**src/sv/sfgp_pkg.sv**
```systemverilog
// shared types, constants and queue entry layout for the stroke font glyph parser
`default_nettype none
package sfgp_pkg;

  localparam int unsigned MAX_VERTS  = 1023;
  localparam int unsigned VCNT_W     = $clog2(MAX_VERTS + 1);
  localparam int unsigned QDEPTH     = 4;
  localparam int unsigned QPTR_W     = $clog2(QDEPTH);

  localparam logic [7:0] CH_R        = 8'd82;
  localparam logic [7:0] CH_SP       = 8'd32;
  localparam logic [7:0] CH_NL       = 8'd10;
  localparam logic [7:0] CH_ZERO     = 8'd48;
  localparam logic [7:0] CH_NINE     = 8'd57;
  localparam logic [7:0] CODE_BASE   = 8'd32;
  localparam int unsigned DEC_RADIX  = 10;
  localparam int unsigned ID_COLS    = 5;
  localparam int unsigned COUNT_COLS = 3;

  typedef enum logic [1:0] {
    KIND_VERTEX = 2'd0,
    KIND_PATH   = 2'd1,
    KIND_GLYPH  = 2'd2,
    KIND_ERROR  = 2'd3
  } kind_t;

  typedef struct packed {
    logic              first_valid;
    kind_t             first_kind;
    logic signed [7:0] vert_x;
    logic signed [6:0] vert_y;
    logic [9:0]        off1;
    logic [9:0]        size1;
    logic              fin;
    logic [9:0]        off2;
    logic [9:0]        size2;
    logic [6:0]        advance;
    logic [6:0]        height;
    logic signed [6:0] ymin;
    logic [7:0]        code;
    logic [6:0]        maxh;
  } entry_t;

  typedef struct packed {
    logic   push;
    entry_t data;
  } q_wr_t;

  typedef struct packed {
    logic   valid;
    entry_t head;
  } q_rd_t;

endpackage
`default_nettype wire

```
**src/sv/sfgp_ifs.sv**
```systemverilog
// byte and result channel interfaces of the stroke font glyph parser
`default_nettype none
interface sfgp_byte_if;
  logic       valid;
  logic       ready;
  logic [7:0] char_byte;
  logic       line_start;
  logic       font_start;
  modport source(output valid, char_byte, line_start, font_start, input ready);
  modport sink(input valid, char_byte, line_start, font_start, output ready);
endinterface

interface sfgp_result_if;
  logic              valid;
  logic              ready;
  logic [1:0]        kind;
  logic signed [7:0] vert_x;
  logic signed [6:0] vert_y;
  logic [9:0]        path_offset;
  logic [9:0]        path_size;
  logic [6:0]        advance;
  logic [6:0]        glyph_height;
  logic signed [6:0] glyph_ymin;
  logic [7:0]        glyph_code;
  logic [6:0]        max_height;
  logic              last;
  modport source(output valid, kind, vert_x, vert_y, path_offset, path_size, advance,
                 glyph_height, glyph_ymin, glyph_code, max_height, last, input ready);
  modport sink(input valid, kind, vert_x, vert_y, path_offset, path_size, advance,
               glyph_height, glyph_ymin, glyph_code, max_height, last, output ready);
endinterface
`default_nettype wire

```
**src/sv/sfgp_front.sv**
```systemverilog
// front end: column parser that turns each byte into at most one queue entry of results
`default_nettype none
module sfgp_front (
  input  wire logic         clk,
  input  wire logic         rst,
  sfgp_byte_if.sink         bytes,
  input  wire logic         q_full,
  output sfgp_pkg::q_wr_t   q_wr
);

  typedef enum logic [2:0] {
    PH_WAIT, PH_ID, PH_COUNT, PH_LEFT, PH_RIGHT, PH_PAIR_A, PH_PAIR_B
  } phase_t;

  phase_t                              phase, phase_next;
  logic [2:0]                          col_idx, col_idx_next;
  logic [9:0]                          pairs_left, pairs_left_next;
  logic [7:0]                          left_extent, left_extent_next;
  logic [7:0]                          right_extent, right_extent_next;
  logic [7:0]                          held_first, held_first_next;
  logic [sfgp_pkg::VCNT_W-1:0]         path_begin, path_begin_next;
  logic [sfgp_pkg::VCNT_W-1:0]         vertex_count, vertex_count_next;
  logic signed [6:0]                   top_y, top_y_next;
  logic signed [6:0]                   bottom_y, bottom_y_next;
  logic                                any_vertex, any_vertex_next;
  logic [7:0]                          next_code, next_code_next;
  logic [6:0]                          tallest, tallest_next;

  sfgp_pkg::entry_t                    entry;
  logic                                in_fire;

  assign bytes.ready = !q_full;
  assign in_fire     = bytes.valid && bytes.ready;
  assign q_wr.push   = in_fire && (entry.first_valid || entry.fin);
  assign q_wr.data   = entry;

  always_comb begin
    logic              err;
    logic              finish;
    logic [13:0]       acc;
    logic signed [8:0] dx;
    logic signed [8:0] dy;
    logic [8:0]        da;
    logic signed [6:0] y;
    logic signed [7:0] dh;
    logic [6:0]        h;
    logic [7:0]        c;

    c                 = bytes.char_byte;
    err               = 1'b0;
    finish            = 1'b0;
    acc               = '0;
    dx                = '0;
    dy                = '0;
    da                = '0;
    y                 = '0;
    dh                = '0;
    h                 = '0;
    entry             = '0;
    phase_next        = phase;
    col_idx_next      = col_idx;
    pairs_left_next   = pairs_left;
    left_extent_next  = left_extent;
    right_extent_next = right_extent;
    held_first_next   = held_first;
    path_begin_next   = path_begin;
    vertex_count_next = vertex_count;
    top_y_next        = top_y;
    bottom_y_next     = bottom_y;
    any_vertex_next   = any_vertex;
    next_code_next    = next_code;
    tallest_next      = tallest;

    if (bytes.font_start) begin
      next_code_next = sfgp_pkg::CODE_BASE;
      tallest_next   = '0;
    end
    if (bytes.line_start) begin
      phase_next        = PH_ID;
      col_idx_next      = '0;
      pairs_left_next   = '0;
      left_extent_next  = '0;
      right_extent_next = '0;
      held_first_next   = '0;
      path_begin_next   = '0;
      vertex_count_next = '0;
      top_y_next        = '0;
      bottom_y_next     = '0;
      any_vertex_next   = 1'b0;
    end

    if (phase_next != PH_WAIT) begin
      if (c == sfgp_pkg::CH_NL) begin
        err = 1'b1;
      end else begin
        case (phase_next)
          PH_ID: begin
            if (col_idx_next == 3'(sfgp_pkg::ID_COLS - 1)) begin
              col_idx_next = '0;
              phase_next   = PH_COUNT;
            end else begin
              col_idx_next = col_idx_next + 3'd1;
            end
          end
          PH_COUNT: begin
            if (c >= sfgp_pkg::CH_ZERO && c <= sfgp_pkg::CH_NINE) begin
              acc = 14'(pairs_left_next) * 14'(sfgp_pkg::DEC_RADIX)
                    + 14'(c - sfgp_pkg::CH_ZERO);
              pairs_left_next = acc[9:0];
            end
            if (col_idx_next == 3'(sfgp_pkg::COUNT_COLS - 1)) begin
              col_idx_next = '0;
              if (pairs_left_next == '0) begin
                err = 1'b1;
              end else begin
                phase_next = PH_LEFT;
              end
            end else begin
              col_idx_next = col_idx_next + 3'd1;
            end
          end
          PH_LEFT: begin
            left_extent_next = c;
            phase_next       = PH_RIGHT;
          end
          PH_RIGHT: begin
            right_extent_next = c;
            if (c < left_extent_next) begin
              err = 1'b1;
            end else begin
              pairs_left_next = pairs_left_next - 10'd1;
              if (pairs_left_next == '0) begin
                finish = 1'b1;
              end else begin
                phase_next = PH_PAIR_A;
              end
            end
          end
          PH_PAIR_A: begin
            held_first_next = c;
            phase_next      = PH_PAIR_B;
          end
          PH_PAIR_B: begin
            if (held_first_next == sfgp_pkg::CH_SP && c == sfgp_pkg::CH_R) begin
              entry.first_valid = 1'b1;
              entry.first_kind  = sfgp_pkg::KIND_PATH;
              entry.off1        = 10'(path_begin_next);
              entry.size1       = 10'(vertex_count_next - path_begin_next);
              path_begin_next   = vertex_count_next;
            end else if (vertex_count_next < sfgp_pkg::VCNT_W'(sfgp_pkg::MAX_VERTS)) begin
              dx = $signed({1'b0, held_first_next}) - $signed({1'b0, left_extent_next});
              dy = $signed({1'b0, c}) - $signed({1'b0, sfgp_pkg::CH_R});
              if (dy > 9'sd63) begin
                y = 7'sd63;
              end else if (dy < -9'sd64) begin
                y = -7'sd64;
              end else begin
                y = dy[6:0];
              end
              if (dx > 9'sd127) begin
                entry.vert_x = 8'sd127;
              end else if (dx < -9'sd128) begin
                entry.vert_x = -8'sd128;
              end else begin
                entry.vert_x = dx[7:0];
              end
              entry.vert_y      = y;
              entry.first_valid = 1'b1;
              entry.first_kind  = sfgp_pkg::KIND_VERTEX;
              if (!any_vertex_next) begin
                top_y_next      = y;
                bottom_y_next   = y;
                any_vertex_next = 1'b1;
              end else begin
                if (y > top_y_next) top_y_next = y;
                if (y < bottom_y_next) bottom_y_next = y;
              end
              vertex_count_next = vertex_count_next + 1'b1;
            end
            pairs_left_next = pairs_left_next - 10'd1;
            if (pairs_left_next == '0) begin
              finish = 1'b1;
            end else begin
              phase_next = PH_PAIR_A;
            end
          end
          default: begin
            phase_next = PH_WAIT;
          end
        endcase
      end
    end

    if (err) begin
      entry             = '0;
      entry.first_valid = 1'b1;
      entry.first_kind  = sfgp_pkg::KIND_ERROR;
      phase_next        = PH_WAIT;
    end

    if (finish) begin
      da = {1'b0, right_extent_next} - {1'b0, left_extent_next};
      entry.advance = (da > 9'd127) ? 7'd127 : da[6:0];
      dh = 8'(top_y_next) - 8'(bottom_y_next);
      h  = any_vertex_next ? dh[6:0] : 7'd0;
      entry.height    = h;
      entry.ymin      = any_vertex_next ? bottom_y_next : 7'sd0;
      entry.fin       = 1'b1;
      entry.off2      = 10'(path_begin_next);
      entry.size2     = 10'(vertex_count_next - path_begin_next);
      path_begin_next = vertex_count_next;
      if (h > tallest_next) tallest_next = h;
      entry.maxh      = tallest_next;
      entry.code      = next_code_next;
      next_code_next  = next_code_next + 8'd1;
      phase_next      = PH_WAIT;
    end
  end

  always_ff @(posedge clk) begin
    if (rst) begin
      phase        <= PH_WAIT;
      col_idx      <= '0;
      pairs_left   <= '0;
      left_extent  <= '0;
      right_extent <= '0;
      held_first   <= '0;
      path_begin   <= '0;
      vertex_count <= '0;
      top_y        <= '0;
      bottom_y     <= '0;
      any_vertex   <= 1'b0;
      next_code    <= sfgp_pkg::CODE_BASE;
      tallest      <= '0;
    end else if (in_fire) begin
      phase        <= phase_next;
      col_idx      <= col_idx_next;
      pairs_left   <= pairs_left_next;
      left_extent  <= left_extent_next;
      right_extent <= right_extent_next;
      held_first   <= held_first_next;
      path_begin   <= path_begin_next;
      vertex_count <= vertex_count_next;
      top_y        <= top_y_next;
      bottom_y     <= bottom_y_next;
      any_vertex   <= any_vertex_next;
      next_code    <= next_code_next;
      tallest      <= tallest_next;
    end
  end

endmodule
`default_nettype wire

```
**src/sv/sfgp_queue.sv**
```systemverilog
// short entry queue between the parser front end and the result back end
`default_nettype none
module sfgp_queue (
  input  wire logic             clk,
  input  wire logic             rst,
  input  wire sfgp_pkg::q_wr_t  q_wr,
  output logic                  q_full,
  input  wire logic             pop,
  output sfgp_pkg::q_rd_t       q_rd
);

  sfgp_pkg::entry_t              slots [sfgp_pkg::QDEPTH];
  logic [sfgp_pkg::QPTR_W-1:0]   wr_ptr;
  logic [sfgp_pkg::QPTR_W-1:0]   rd_ptr;
  logic [sfgp_pkg::QPTR_W:0]     count;
  logic                          do_push;
  logic                          do_pop;

  assign q_full     = (count == (sfgp_pkg::QPTR_W + 1)'(sfgp_pkg::QDEPTH));
  assign q_rd.valid = (count != '0);
  assign q_rd.head  = slots[rd_ptr];
  assign do_push    = q_wr.push && !q_full;
  assign do_pop     = pop && q_rd.valid;

  always_ff @(posedge clk) begin
    if (do_push) slots[wr_ptr] <= q_wr.data;
  end

  always_ff @(posedge clk) begin
    if (rst) begin
      wr_ptr <= '0;
      rd_ptr <= '0;
      count  <= '0;
    end else begin
      if (do_push) wr_ptr <= wr_ptr + 1'b1;
      if (do_pop) rd_ptr <= rd_ptr + 1'b1;
      case ({do_push, do_pop})
        2'b10:   count <= count + 1'b1;
        2'b01:   count <= count - 1'b1;
        default: count <= count;
      endcase
    end
  end

endmodule
`default_nettype wire

```
**src/sv/sfgp_back.sv**
```systemverilog
// back end: expands each queue entry into one to three result words
`default_nettype none
module sfgp_back (
  input  wire logic             clk,
  input  wire logic             rst,
  input  wire sfgp_pkg::q_rd_t  q_rd,
  output logic                  pop,
  sfgp_result_if.source         results
);

  typedef enum logic [1:0] {ST_FIRST, ST_PATH, ST_GLYPH} step_t;

  step_t step, step_next, eff;
  logic  done;
  logic  out_fire;

  assign eff      = (step == ST_FIRST && !q_rd.head.first_valid) ? ST_PATH : step;
  assign done     = (eff == ST_GLYPH) || (eff == ST_FIRST && !q_rd.head.fin);
  assign out_fire = results.valid && results.ready;
  assign pop      = out_fire && done;

  always_comb begin
    results.valid        = q_rd.valid;
    results.kind         = sfgp_pkg::KIND_VERTEX;
    results.vert_x       = '0;
    results.vert_y       = '0;
    results.path_offset  = '0;
    results.path_size    = '0;
    results.advance      = '0;
    results.glyph_height = '0;
    results.glyph_ymin   = '0;
    results.glyph_code   = '0;
    results.max_height   = '0;
    results.last         = 1'b0;
    case (eff)
      ST_FIRST: begin
        results.kind = q_rd.head.first_kind;
        case (q_rd.head.first_kind)
          sfgp_pkg::KIND_VERTEX: begin
            results.vert_x = q_rd.head.vert_x;
            results.vert_y = q_rd.head.vert_y;
          end
          sfgp_pkg::KIND_PATH: begin
            results.path_offset = q_rd.head.off1;
            results.path_size   = q_rd.head.size1;
          end
          sfgp_pkg::KIND_ERROR: results.last = 1'b1;
          default: results.last = 1'b0;
        endcase
      end
      ST_PATH: begin
        results.kind        = sfgp_pkg::KIND_PATH;
        results.path_offset = q_rd.head.off2;
        results.path_size   = q_rd.head.size2;
      end
      ST_GLYPH: begin
        results.kind         = sfgp_pkg::KIND_GLYPH;
        results.advance      = q_rd.head.advance;
        results.glyph_height = q_rd.head.height;
        results.glyph_ymin   = q_rd.head.ymin;
        results.glyph_code   = q_rd.head.code;
        results.max_height   = q_rd.head.maxh;
        results.last         = 1'b1;
      end
      default: results.kind = sfgp_pkg::KIND_VERTEX;
    endcase
  end

  always_comb begin
    step_next = step;
    if (out_fire) begin
      if (done) begin
        step_next = ST_FIRST;
      end else if (eff == ST_FIRST) begin
        step_next = ST_PATH;
      end else begin
        step_next = ST_GLYPH;
      end
    end
  end

  always_ff @(posedge clk) begin
    if (rst) begin
      step <= ST_FIRST;
    end else begin
      step <= step_next;
    end
  end

endmodule
`default_nettype wire

```
**src/sv/stroke_font_glyph_parser.sv**
```systemverilog
// top level of the stroke font glyph parser: front end, entry queue, back end
// The block takes one text byte per cycle as long as its four-entry queue has room, and
// each byte produces zero to three result words: a vertex, path end or error word, and at
// the end of a line the closing path end and the glyph summary. The back end sends one
// result word per cycle while the output is ready, so a byte that closes a glyph right
// after a vertex occupies the output for three result words; the queue lets the byte side
// keep going meanwhile, and a line settles to one byte per cycle wherever the output keeps
// up. Up to MAX_VERTS vertices per glyph are counted; further vertices are dropped.
`default_nettype none
module stroke_font_glyph_parser (
  input  wire logic      clk,
  input  wire logic      rst,
  sfgp_byte_if.sink      bytes,
  sfgp_result_if.source  results
);

  sfgp_pkg::q_wr_t q_wr;
  sfgp_pkg::q_rd_t q_rd;
  logic            q_full;
  logic            pop;

  sfgp_front u_front (
    .clk    (clk),
    .rst    (rst),
    .bytes  (bytes),
    .q_full (q_full),
    .q_wr   (q_wr)
  );

  sfgp_queue u_queue (
    .clk    (clk),
    .rst    (rst),
    .q_wr   (q_wr),
    .q_full (q_full),
    .pop    (pop),
    .q_rd   (q_rd)
  );

  sfgp_back u_back (
    .clk     (clk),
    .rst     (rst),
    .q_rd    (q_rd),
    .pop     (pop),
    .results (results)
  );

  a_error_last: assert property (@(posedge clk) disable iff (rst)
    results.valid && results.kind == sfgp_pkg::KIND_ERROR |-> results.last)
    else $error("error word without last");

  a_glyph_last: assert property (@(posedge clk) disable iff (rst)
    results.valid && results.kind == sfgp_pkg::KIND_GLYPH |-> results.last)
    else $error("glyph word without last");

  a_no_overflow: assert property (@(posedge clk) disable iff (rst)
    q_wr.push |-> !q_full)
    else $error("queue written while full");

  a_pop_valid: assert property (@(posedge clk) disable iff (rst)
    pop |-> q_rd.valid && results.ready)
    else $error("queue popped without a taken word");

endmodule
`default_nettype wire
```
**src/flat_wrapper.sv**
```systemverilog
// flat-port wrapper written by rule: the top's interface ports become plain ports
module stroke_font_glyph_parser_flat 
  (clk, rst, bytes_valid, bytes_char_byte, bytes_line_start, bytes_font_start, bytes_ready, results_valid, results_kind, results_vert_x, results_vert_y, results_path_offset, results_path_size, results_advance, results_glyph_height, results_glyph_ymin, results_glyph_code, results_max_height, results_last, results_ready);
  sfgp_byte_if bytes_i ();
  sfgp_result_if results_i ();
  input  wire logic clk;
  input  wire logic rst;
  input wire logic [$bits(bytes_i.valid)-1:0] bytes_valid;
  input wire logic [$bits(bytes_i.char_byte)-1:0] bytes_char_byte;
  input wire logic [$bits(bytes_i.line_start)-1:0] bytes_line_start;
  input wire logic [$bits(bytes_i.font_start)-1:0] bytes_font_start;
  output wire logic [$bits(bytes_i.ready)-1:0] bytes_ready;
  output wire logic [$bits(results_i.valid)-1:0] results_valid;
  output wire logic [$bits(results_i.kind)-1:0] results_kind;
  output wire logic [$bits(results_i.vert_x)-1:0] results_vert_x;
  output wire logic [$bits(results_i.vert_y)-1:0] results_vert_y;
  output wire logic [$bits(results_i.path_offset)-1:0] results_path_offset;
  output wire logic [$bits(results_i.path_size)-1:0] results_path_size;
  output wire logic [$bits(results_i.advance)-1:0] results_advance;
  output wire logic [$bits(results_i.glyph_height)-1:0] results_glyph_height;
  output wire logic [$bits(results_i.glyph_ymin)-1:0] results_glyph_ymin;
  output wire logic [$bits(results_i.glyph_code)-1:0] results_glyph_code;
  output wire logic [$bits(results_i.max_height)-1:0] results_max_height;
  output wire logic [$bits(results_i.last)-1:0] results_last;
  input wire logic [$bits(results_i.ready)-1:0] results_ready;
  assign bytes_i.valid = bytes_valid;
  assign bytes_i.char_byte = bytes_char_byte;
  assign bytes_i.line_start = bytes_line_start;
  assign bytes_i.font_start = bytes_font_start;
  assign bytes_ready = bytes_i.ready;
  assign results_valid = results_i.valid;
  assign results_kind = results_i.kind;
  assign results_vert_x = results_i.vert_x;
  assign results_vert_y = results_i.vert_y;
  assign results_path_offset = results_i.path_offset;
  assign results_path_size = results_i.path_size;
  assign results_advance = results_i.advance;
  assign results_glyph_height = results_i.glyph_height;
  assign results_glyph_ymin = results_i.glyph_ymin;
  assign results_glyph_code = results_i.glyph_code;
  assign results_max_height = results_i.max_height;
  assign results_last = results_i.last;
  assign results_i.ready = results_ready;
  stroke_font_glyph_parser u_core (.clk(clk), .rst(rst), .bytes(bytes_i), .results(results_i));
endmodule
```
**config.mk**
```make
export PLATFORM = sky130hd
export DESIGN_NAME = stroke_font_glyph_parser_flat
export DESIGN_NICKNAME = d
export VERILOG_FILES = /design/src/sv/sfgp_pkg.sv /design/src/sv/sfgp_ifs.sv /design/src/sv/sfgp_front.sv /design/src/sv/sfgp_queue.sv /design/src/sv/sfgp_back.sv /design/src/sv/stroke_font_glyph_parser.sv /design/src/flat_wrapper.sv
export SDC_FILE = /design/constraint.sdc
export NUM_CORES = 1
export LEC_CHECK = 0
export ABC_CLOCK_PERIOD_IN_PS = 12100
export CELL_PAD_IN_SITES_DETAIL_PLACEMENT = 2
export CELL_PAD_IN_SITES_GLOBAL_PLACEMENT = 2
export CORE_MARGIN = 3
export CORE_UTILIZATION = 45
export CTS_CLUSTER_SIZE = 8
export DETAILED_ROUTE_END_ITERATION = 8
export DONT_BUFFER_PORTS = 1
export PLACE_DENSITY_LB_ADDON = 0.1
export SLEW_MARGIN = 5
export SYNTH_ARGS = -nofsm -noshare
export SYNTH_HDL_FRONTEND = slang
export SYNTH_SLANG_ARGS = --single-unit
```
**constraint.sdc**
```tcl
create_clock -name clk -period 12.1 [get_ports clk]
set_clock_uncertainty 0.2 [all_clocks]
set_input_delay 1.815 -clock clk [delete_from_list [all_inputs] [get_ports clk]]
set_output_delay 1.815 -clock clk [all_outputs]
set_load 0.05 [all_outputs]
```
==> run_results.csv, run 1 <==
group,metric,value,unit
run_status,status,"finished, final reports clean",
detailed_routing,routedWlPerCell,28.8,um
timing,slew_headroom,17.9,%
timing,rsz0062_at_grt,"false",
yosys,async_flop_share,0,%
yosys,synthSimpleGateAreaFrac,12.9,%
cells_and_area,layout.cells.non_filler,2796,
setup_path,worstPathRequired,12.26,ns
yosys,seq_area_frac_synth,54.6,%
setup_path,rrSetupSlack,4.80,ns
cts,path_clk_slew,0.05,ns
placed_design,dp_slack,1.99,ns
detailed_routing,via_count,17213,
floorplan,start_util,45.6,%
floorplan,die_w,240,um
placed_design,hpwlAfterDp,52700,um
cts,clock_latency,0.60,ns
timing,setup_ws,2.42,ns
power,irDropWorstVdd,0.100,mV
setup_path,critPathArrivalTime,9.84,ns
cts,cts_tree,"built",
cells_and_area,syn_to_final_growth,11.4,%
cts,clkSinkCount,481,
floorplan,die_h,240,um
setup_path,crit_type,"in -> reg",
timing,setup_tns,0,ns
floorplan,ios,90,
worst_hold_path,hold_class,"reg -> reg",
placed_design,dp.cells,2665,
grt,grt_pass1_wl,122000,um
cts,cts_resized,0,
detailed_routing,vias_per_cell,6.16,
grt,grt.total_usage,28.1,%
cts,cts_setup_buffers,0,
yosys,synth_cell_type_count,95,
power,p_per_area,141,nW/um^2
power,total_leakage_power,9.62,nW
grt,grt_start_max_net_pins,105,
timing,slew_viol_final,0,
floorplan,dieArea,57500,sq um
yosys,avgSynthCellArea,12.0,sq um
cts,postCtsHoldBufs,0,
timing,worstMarginPinSlew,1.22,ns
cts,htreeDepth,3,
yosys,synth_fp_nets,2172,
grt,overflow,0,
detailed_routing,drc,0,
timing,fin_crit_sh,80.0,%
placed_design,gp_congestion,0.889,
cts,clockBufferDepth,3,
placed_design,placed_cell_area,25300,sq um
setup_path,endpoint_kind,"flip-flop",
cells_and_area,fin_area,27400,sq um
detailed_routing,dr.pass1.iters,5,
power,switching_share,22.2,%
timing,fmax,103,MHz
grt,grt_pass1_vias,19420,
detailed_routing,antenna_left,0,
power,p_comb_share,4.4,%
timing,fin_crit,9.68,ns
yosys,synth.area.mux_share,9.72,%
yosys,syn-instance-count,2049,
power,p_sw,0.855,mW
detailed_routing,postRouteWirelength,80400,um
yosys,ys_ff_latch,481,
yosys,synth_edf_count,380,
yosys,synth_compound_area_share,10.9,%
setup_path,cp_max_fo,12,
power,p_seq_share,45.9,%
yosys,synth_top_family_by_area,"simple AND/OR/NAND/NOR gates",
yosys,synth_flop_cell,"edfxtp_1",
floorplan,fp.coreArea,53900,sq um
floorplan,row_count,85,
setup_path,critPathSlowestCell,"nor4_4",
yosys,yosysWarnings,0,
cells_and_area,fin_nets,2165,
yosys,synth-adder-area-share,5.80,%
yosys,synth_xor_area_share,2.46,%
yosys,netlist_area,24600,sq um
setup_path,ff2ff_path_depth,26,
detailed_routing,first_iter_violations,1116,
power,power_frac_clock,49.6,%
setup_path,max_stage_delay,0.70,ns
timing,setup_viol,0,
cts,cts-root-buf,"clkbuf_16",
cts,cts_made_buffers,71,
power,p_int,3.00,mW
timing,finalHoldViolCount,0,
run,cap_violations,0,
worst_hold_path,whs_path_depth,2,
placed_design,port_buffers,0,
cells_and_area,layout-drive-gt1-share,12.0,%
grt,antenna_found_initial,1,
setup_path,crit_path_start_kind,"input pin",
layer usage:
layer	global-route usage (%)	vias up	routed length (um)
met5	0	-	0
met1	34.1	9000	32800
met3	4.21	165	3380
met4	11.2	0	2870
li1	-	7600	-
met2	50.2	448	41400
kinds of logic (layout without fill, tap and decap cells):
| kind of cell | Yosys count | count (layout) |
|---|---|---|
| other | 0 | 1 |
| buffers and inverters | 225 | 275 |
| DFF | 481 | 481 |
| adders and majority gates | 110 | 110 |
| and+or+nand+nor | 650 | 650 |
| xor gates and xnor gates | 69 | 69 |
| AOI/OAI and AO/OA | 395 | 395 |
| muxes | 119 | 119 |
cell usage after synthesis (all sizes together) (27+ instances only):
master | count | area share [%]
a21oi | 118 | 2.4
nor3 | 40 | 0.81
buf | 39 | 0.76
inv | 117 | 1.8
clkbuf | 69 | 1.1
ha | 102 | 5.2
dfxtp | 101 | 8.2
o21ai | 64 | 1.3
edfxtp | 380 | 46
xnor2 | 54 | 1.9
mux4 | 95 | 8.7
a211oi | 36 | 1.1
nor2b | 82 | 2.1
nand2 | 164 | 2.5
nor2 | 199 | 3.0
nand3 | 27 | 0.55
worst paths after layout:
check	start	end
max	bytes_char_byte[2]	u_core.u_queue.slots[2][0]$_DFFE_PP_
min	u_core.u_front.top_y[4]$_SDFFE_PP0P_	u_core.u_front.top_y[4]$_SDFFE_PP0P_
max reg2reg	u_core.u_front.vertex_count[1]$_SDFFE_PP0P_	u_core.u_queue.slots[2][0]$_DFFE_PP_
min reg2reg	u_core.u_front.top_y[4]$_SDFFE_PP0P_	u_core.u_front.top_y[4]$_SDFFE_PP0P_
power by group through the flow:
stage	clock network [mW]	logic, mW	registers [mW]
floorplan	0	0.133	1.80
global placement	0	0.159	1.80
detailed placement	0	0.169	1.80
CTS	1.95	0.171	1.77
global route	2.02	0.189	1.77
finish	1.92	0.172	1.77
area by class of cell:
class | instances | area (sq um)
antenna | 1 | 2.50
clock buffer | 124 | 2070
clock inverter | 6 | 75.1
fill | 5166 | 26500
inverter | 117 | 439
multi-input combinational | 1343 | 10300
sequential | 481 | 13400
tap | 696 | 871
timing repair buffer | 28 | 210
critical path: cells and delay by family:
kind	cells	cell delay [ns]
mux	1	0.15
buf+inv	5	0.51
fa+ha+maj	5	1.26
simple gates	12	2.27
compound gates	11	3.51
xor+xnor	1	0.31
flip-flops by register name (all words and copies together), names as in the netlist, named ones only:
signal / flops
u_core.u_front.top_y: 7
u_core.u_queue.wr_ptr: 2
u_core.u_front.path_begin: 10
u_core.u_front.col_idx: 3
u_core.u_front.held_first: 8
u_core.u_front.phase: 3
u_core.u_queue.count: 3
u_core.u_front.bottom_y: 7
u_core.u_front.next_code: 8
u_core.u_front.vertex_count: 10
u_core.u_front.tallest: 7
u_core.u_front.pairs_left: 10
u_core.u_back.step: 2
u_core.u_queue.slots: 380
u_core.u_front.left_extent: 8
u_core.u_front.right_extent: 8
u_core.u_front.any_vertex: 1
u_core.u_queue.rd_ptr: 2
through the flow:
step           utilization (%)  hold WS (ns)  power, mW
6_report                  50.8         0.259       3.86
2_1_floorplan                -         0.232       1.94
3_5_place_dp              46.9         0.245       1.97
4_1_cts                   50.8         0.253       3.90
5_1_grt                   50.8         0.287       3.98
3_3_place_gp              46.9         0.235       1.96
cell usage in the layout (no fill, tap or decap), types with 48 or more instances in the layout:
cell type,n
xnor2_1,54
edfxtp_1,380
nor2_1,198
o21ai_0,58
mux4_2,95
nor2b_1,82
clkbuf_1,48
dfxtp_1,99
a21oi_1,117
ha_1,102
inv_1,116
nand2_1,163
clkbuf_16,75
Note: power is estimated with default switching activity, not from simulation.
==> run 2: changes to the inputs <==
Settings changed: ABC_CLOCK_PERIOD_IN_PS 12100 to 7800, CORE_UTILIZATION 45 to 40.
Clock period 12.1 ns to 7.8 ns, I/O delays scaled along.
==> run 2 against run 1 <==
Combinational power up 80%. Global-route usage down 3.3 points. Largest cell class unchanged. Critical endpoint is now u_core.u_queue.slots[0][3]$_DFFE_PP_. Cell area up 3.0%. Sequential cell count unchanged. Worst setup slack worse by 2.2 ns. Die area up 12%. Via count down 1.1%. Largest power group unchanged.
==> run_results.csv, run 2 (same netlist as run 1, synthesis figures left out) <==
group,metric,value,unit
detailed_routing,dr.pass1.iters,7,
cells_and_area,syn_to_final_growth,14.8,%
detailed_routing,first_iter_violations,916,
cells_and_area,fin_area,28200,sq um
cells_and_area,fin_nets,2227,
grt,overflow,0,
floorplan,fp.coreArea,60600,sq um
detailed_routing,antenna_left,0,
run_status,status,"finished, final reports clean",
placed_design,hpwlAfterDp,53700,um
floorplan,die_h,254,um
cts,cts_tree,"built",
timing,slew_viol_final,0,
power,total_leakage_power,9.97,nW
cells_and_area,final_cell_mix,"edfxtp_1 (380), nor2_1 (198), nand2_1 (162)",
setup_path,endpoint_kind,"flip-flop",
power,p_per_area,213,nW/um^2
setup_path,critPathSlowestCell,"a311o_1",
floorplan,ios,90,
grt,grt_pass1_vias,19220,
floorplan,dieArea,64500,sq um
detailed_routing,via_count,17024,
floorplan,start_util,40.6,%
placed_design,dp_slack,-0.479,ns
grt,grt_pass1_wl,121000,um
grt,grt.total_usage,24.8,%
timing,slew_headroom,17.4,%
setup_path,cp_max_fo,14,
cts,path_clk_slew,0.05,ns
setup_path,critPathArrivalTime,7.80,ns
detailed_routing,drc,0,
detailed_routing,postRouteWirelength,79200,um
cells_and_area,largest_register,"u_core.u_queue.slots",
cells_and_area,largest_reg_flops,380,
setup_path,worstPathRequired,8.00,ns
cells_and_area,mostFrequentLayoutCell,"edfxtp_1",
timing,fin_crit,7.60,ns
detailed_routing,vias_per_cell,5.78,
power,irDropWorstVdd,0.147,mV
grt,antenna_found_initial,1,
timing,finalHoldViolCount,0,
placed_design,placed_cell_area,25900,sq um
setup_path,crit_top_cell,"inv_1",
setup_path,max_stage_delay,0.43,ns
cts,clock_latency,0.62,ns
timing,fin_crit_sh,97.4,%
run,cap_violations,0,
timing,worstMarginPinSlew,1.24,ns
cts,cts_made_buffers,71,
cells_and_area,layout-drive-gt1-share,15.5,%
placed_design,port_buffers,0,
worst_hold_path,hold_class,"reg -> reg",
timing,setup_ws,0.201,ns
cts,clockBufferDepth,3,
setup_path,crit_path_start_kind,"input pin",
cts,clkSinkCount,481,
cts,cts-root-buf,"clkbuf_16",
cts,htreeDepth,3,
cts,postCtsHoldBufs,0,
floorplan,die_w,254,um
grt,grt_start_max_net_pins,105,
timing,setup_viol,0,
timing,fmax,132,MHz
floorplan,row_count,90,
setup_path,crit_type,"in -> reg",
detailed_routing,routedWlPerCell,26.9,um
placed_design,gp_congestion,0.879,
-- run 2: cell type report --
| class | count | area [sq um] |
|---|---|---|
| diodes | 1 | 2.50 |
| clock buffers | 119 | 1970 |
| inverters | 117 | 439 |
| flip-flops and latches | 481 | 13400 |
| repair buffers | 90 | 776 |
| multi-input cells | 1343 | 10400 |
| clock inverters | 11 | 200 |
| well taps | 782 | 978 |
| fillers | 6046 | 32300 |
-- run 2: where the power goes --
part	switching (mW)	leakage [nW]	internal [mW]	total (mW)
clock	1.21	1.02	1.74	2.95
sequential	0.00751	4.26	2.74	2.75
combinational	0.187	4.69	0.122	0.309
-- run 2: what timing repair did --
item,CTS,global route
buffers inserted,0,8
resized for setup,0,24
endpoints found under the setup margin,0,34
-- run 2: path summary, 6_finish.rpt --
kind                                               startpoint                                         to  slack (ns)  depth (start not counted)
setup / recovery                           bytes_char_byte[1]       u_core.u_queue.slots[0][3]$_DFFE_PP_        0.20                         36
hold / removal      u_core.u_front.path_begin[1]$_SDFFE_PP0P_  u_core.u_front.path_begin[1]$_SDFFE_PP0P_        0.26                          2
setup reg to reg  u_core.u_front.vertex_count[1]$_SDFFE_PP0P_       u_core.u_queue.slots[0][3]$_DFFE_PP_        1.40                         27
hold reg to reg     u_core.u_front.path_begin[1]$_SDFFE_PP0P_  u_core.u_front.path_begin[1]$_SDFFE_PP0P_        0.26                          2
-- run 2: metrics by stage --
stage,std cells,power [mW],setup TNS [ns],hold slack [ns],util (%)
2_1_floorplan,2049,3.00,0,0.232,-
3_3_place_gp,2805,3.08,0,0.235,42.8
3_5_place_dp,2805,3.09,-12.04,0.248,42.8
4_1_cts,2935,6.07,0,0.254,46.4
5_1_grt,2944,6.22,-2.36,0.279,46.6
6_report,2944,6.01,0,0.257,46.6
-- run 2: routing by layer --
| metal | vias to the layer above | wire length [um] | GRT usage (%) |
|---|---|---|---|
| met5 | - | 0 | 0 |
| met4 | 0 | 1730 | 6.13 |
| met3 | 96 | 2220 | 3.25 |
| met2 | 268 | 40800 | 44.5 |
| met1 | 8937 | 34400 | 31.7 |
| li1 | 7723 | - | - |
-- run 2: critical path, delay by kind of cell --
family                     cells  cell delay [ns]
AOI/OAI and AO/OA             10             2.34
xor gates and xnor gates       1             0.24
adders and majority gates      6             1.68
buffers and inverters          7             0.62
muxes                          1             0.12
and+or+nand+nor               11             1.63
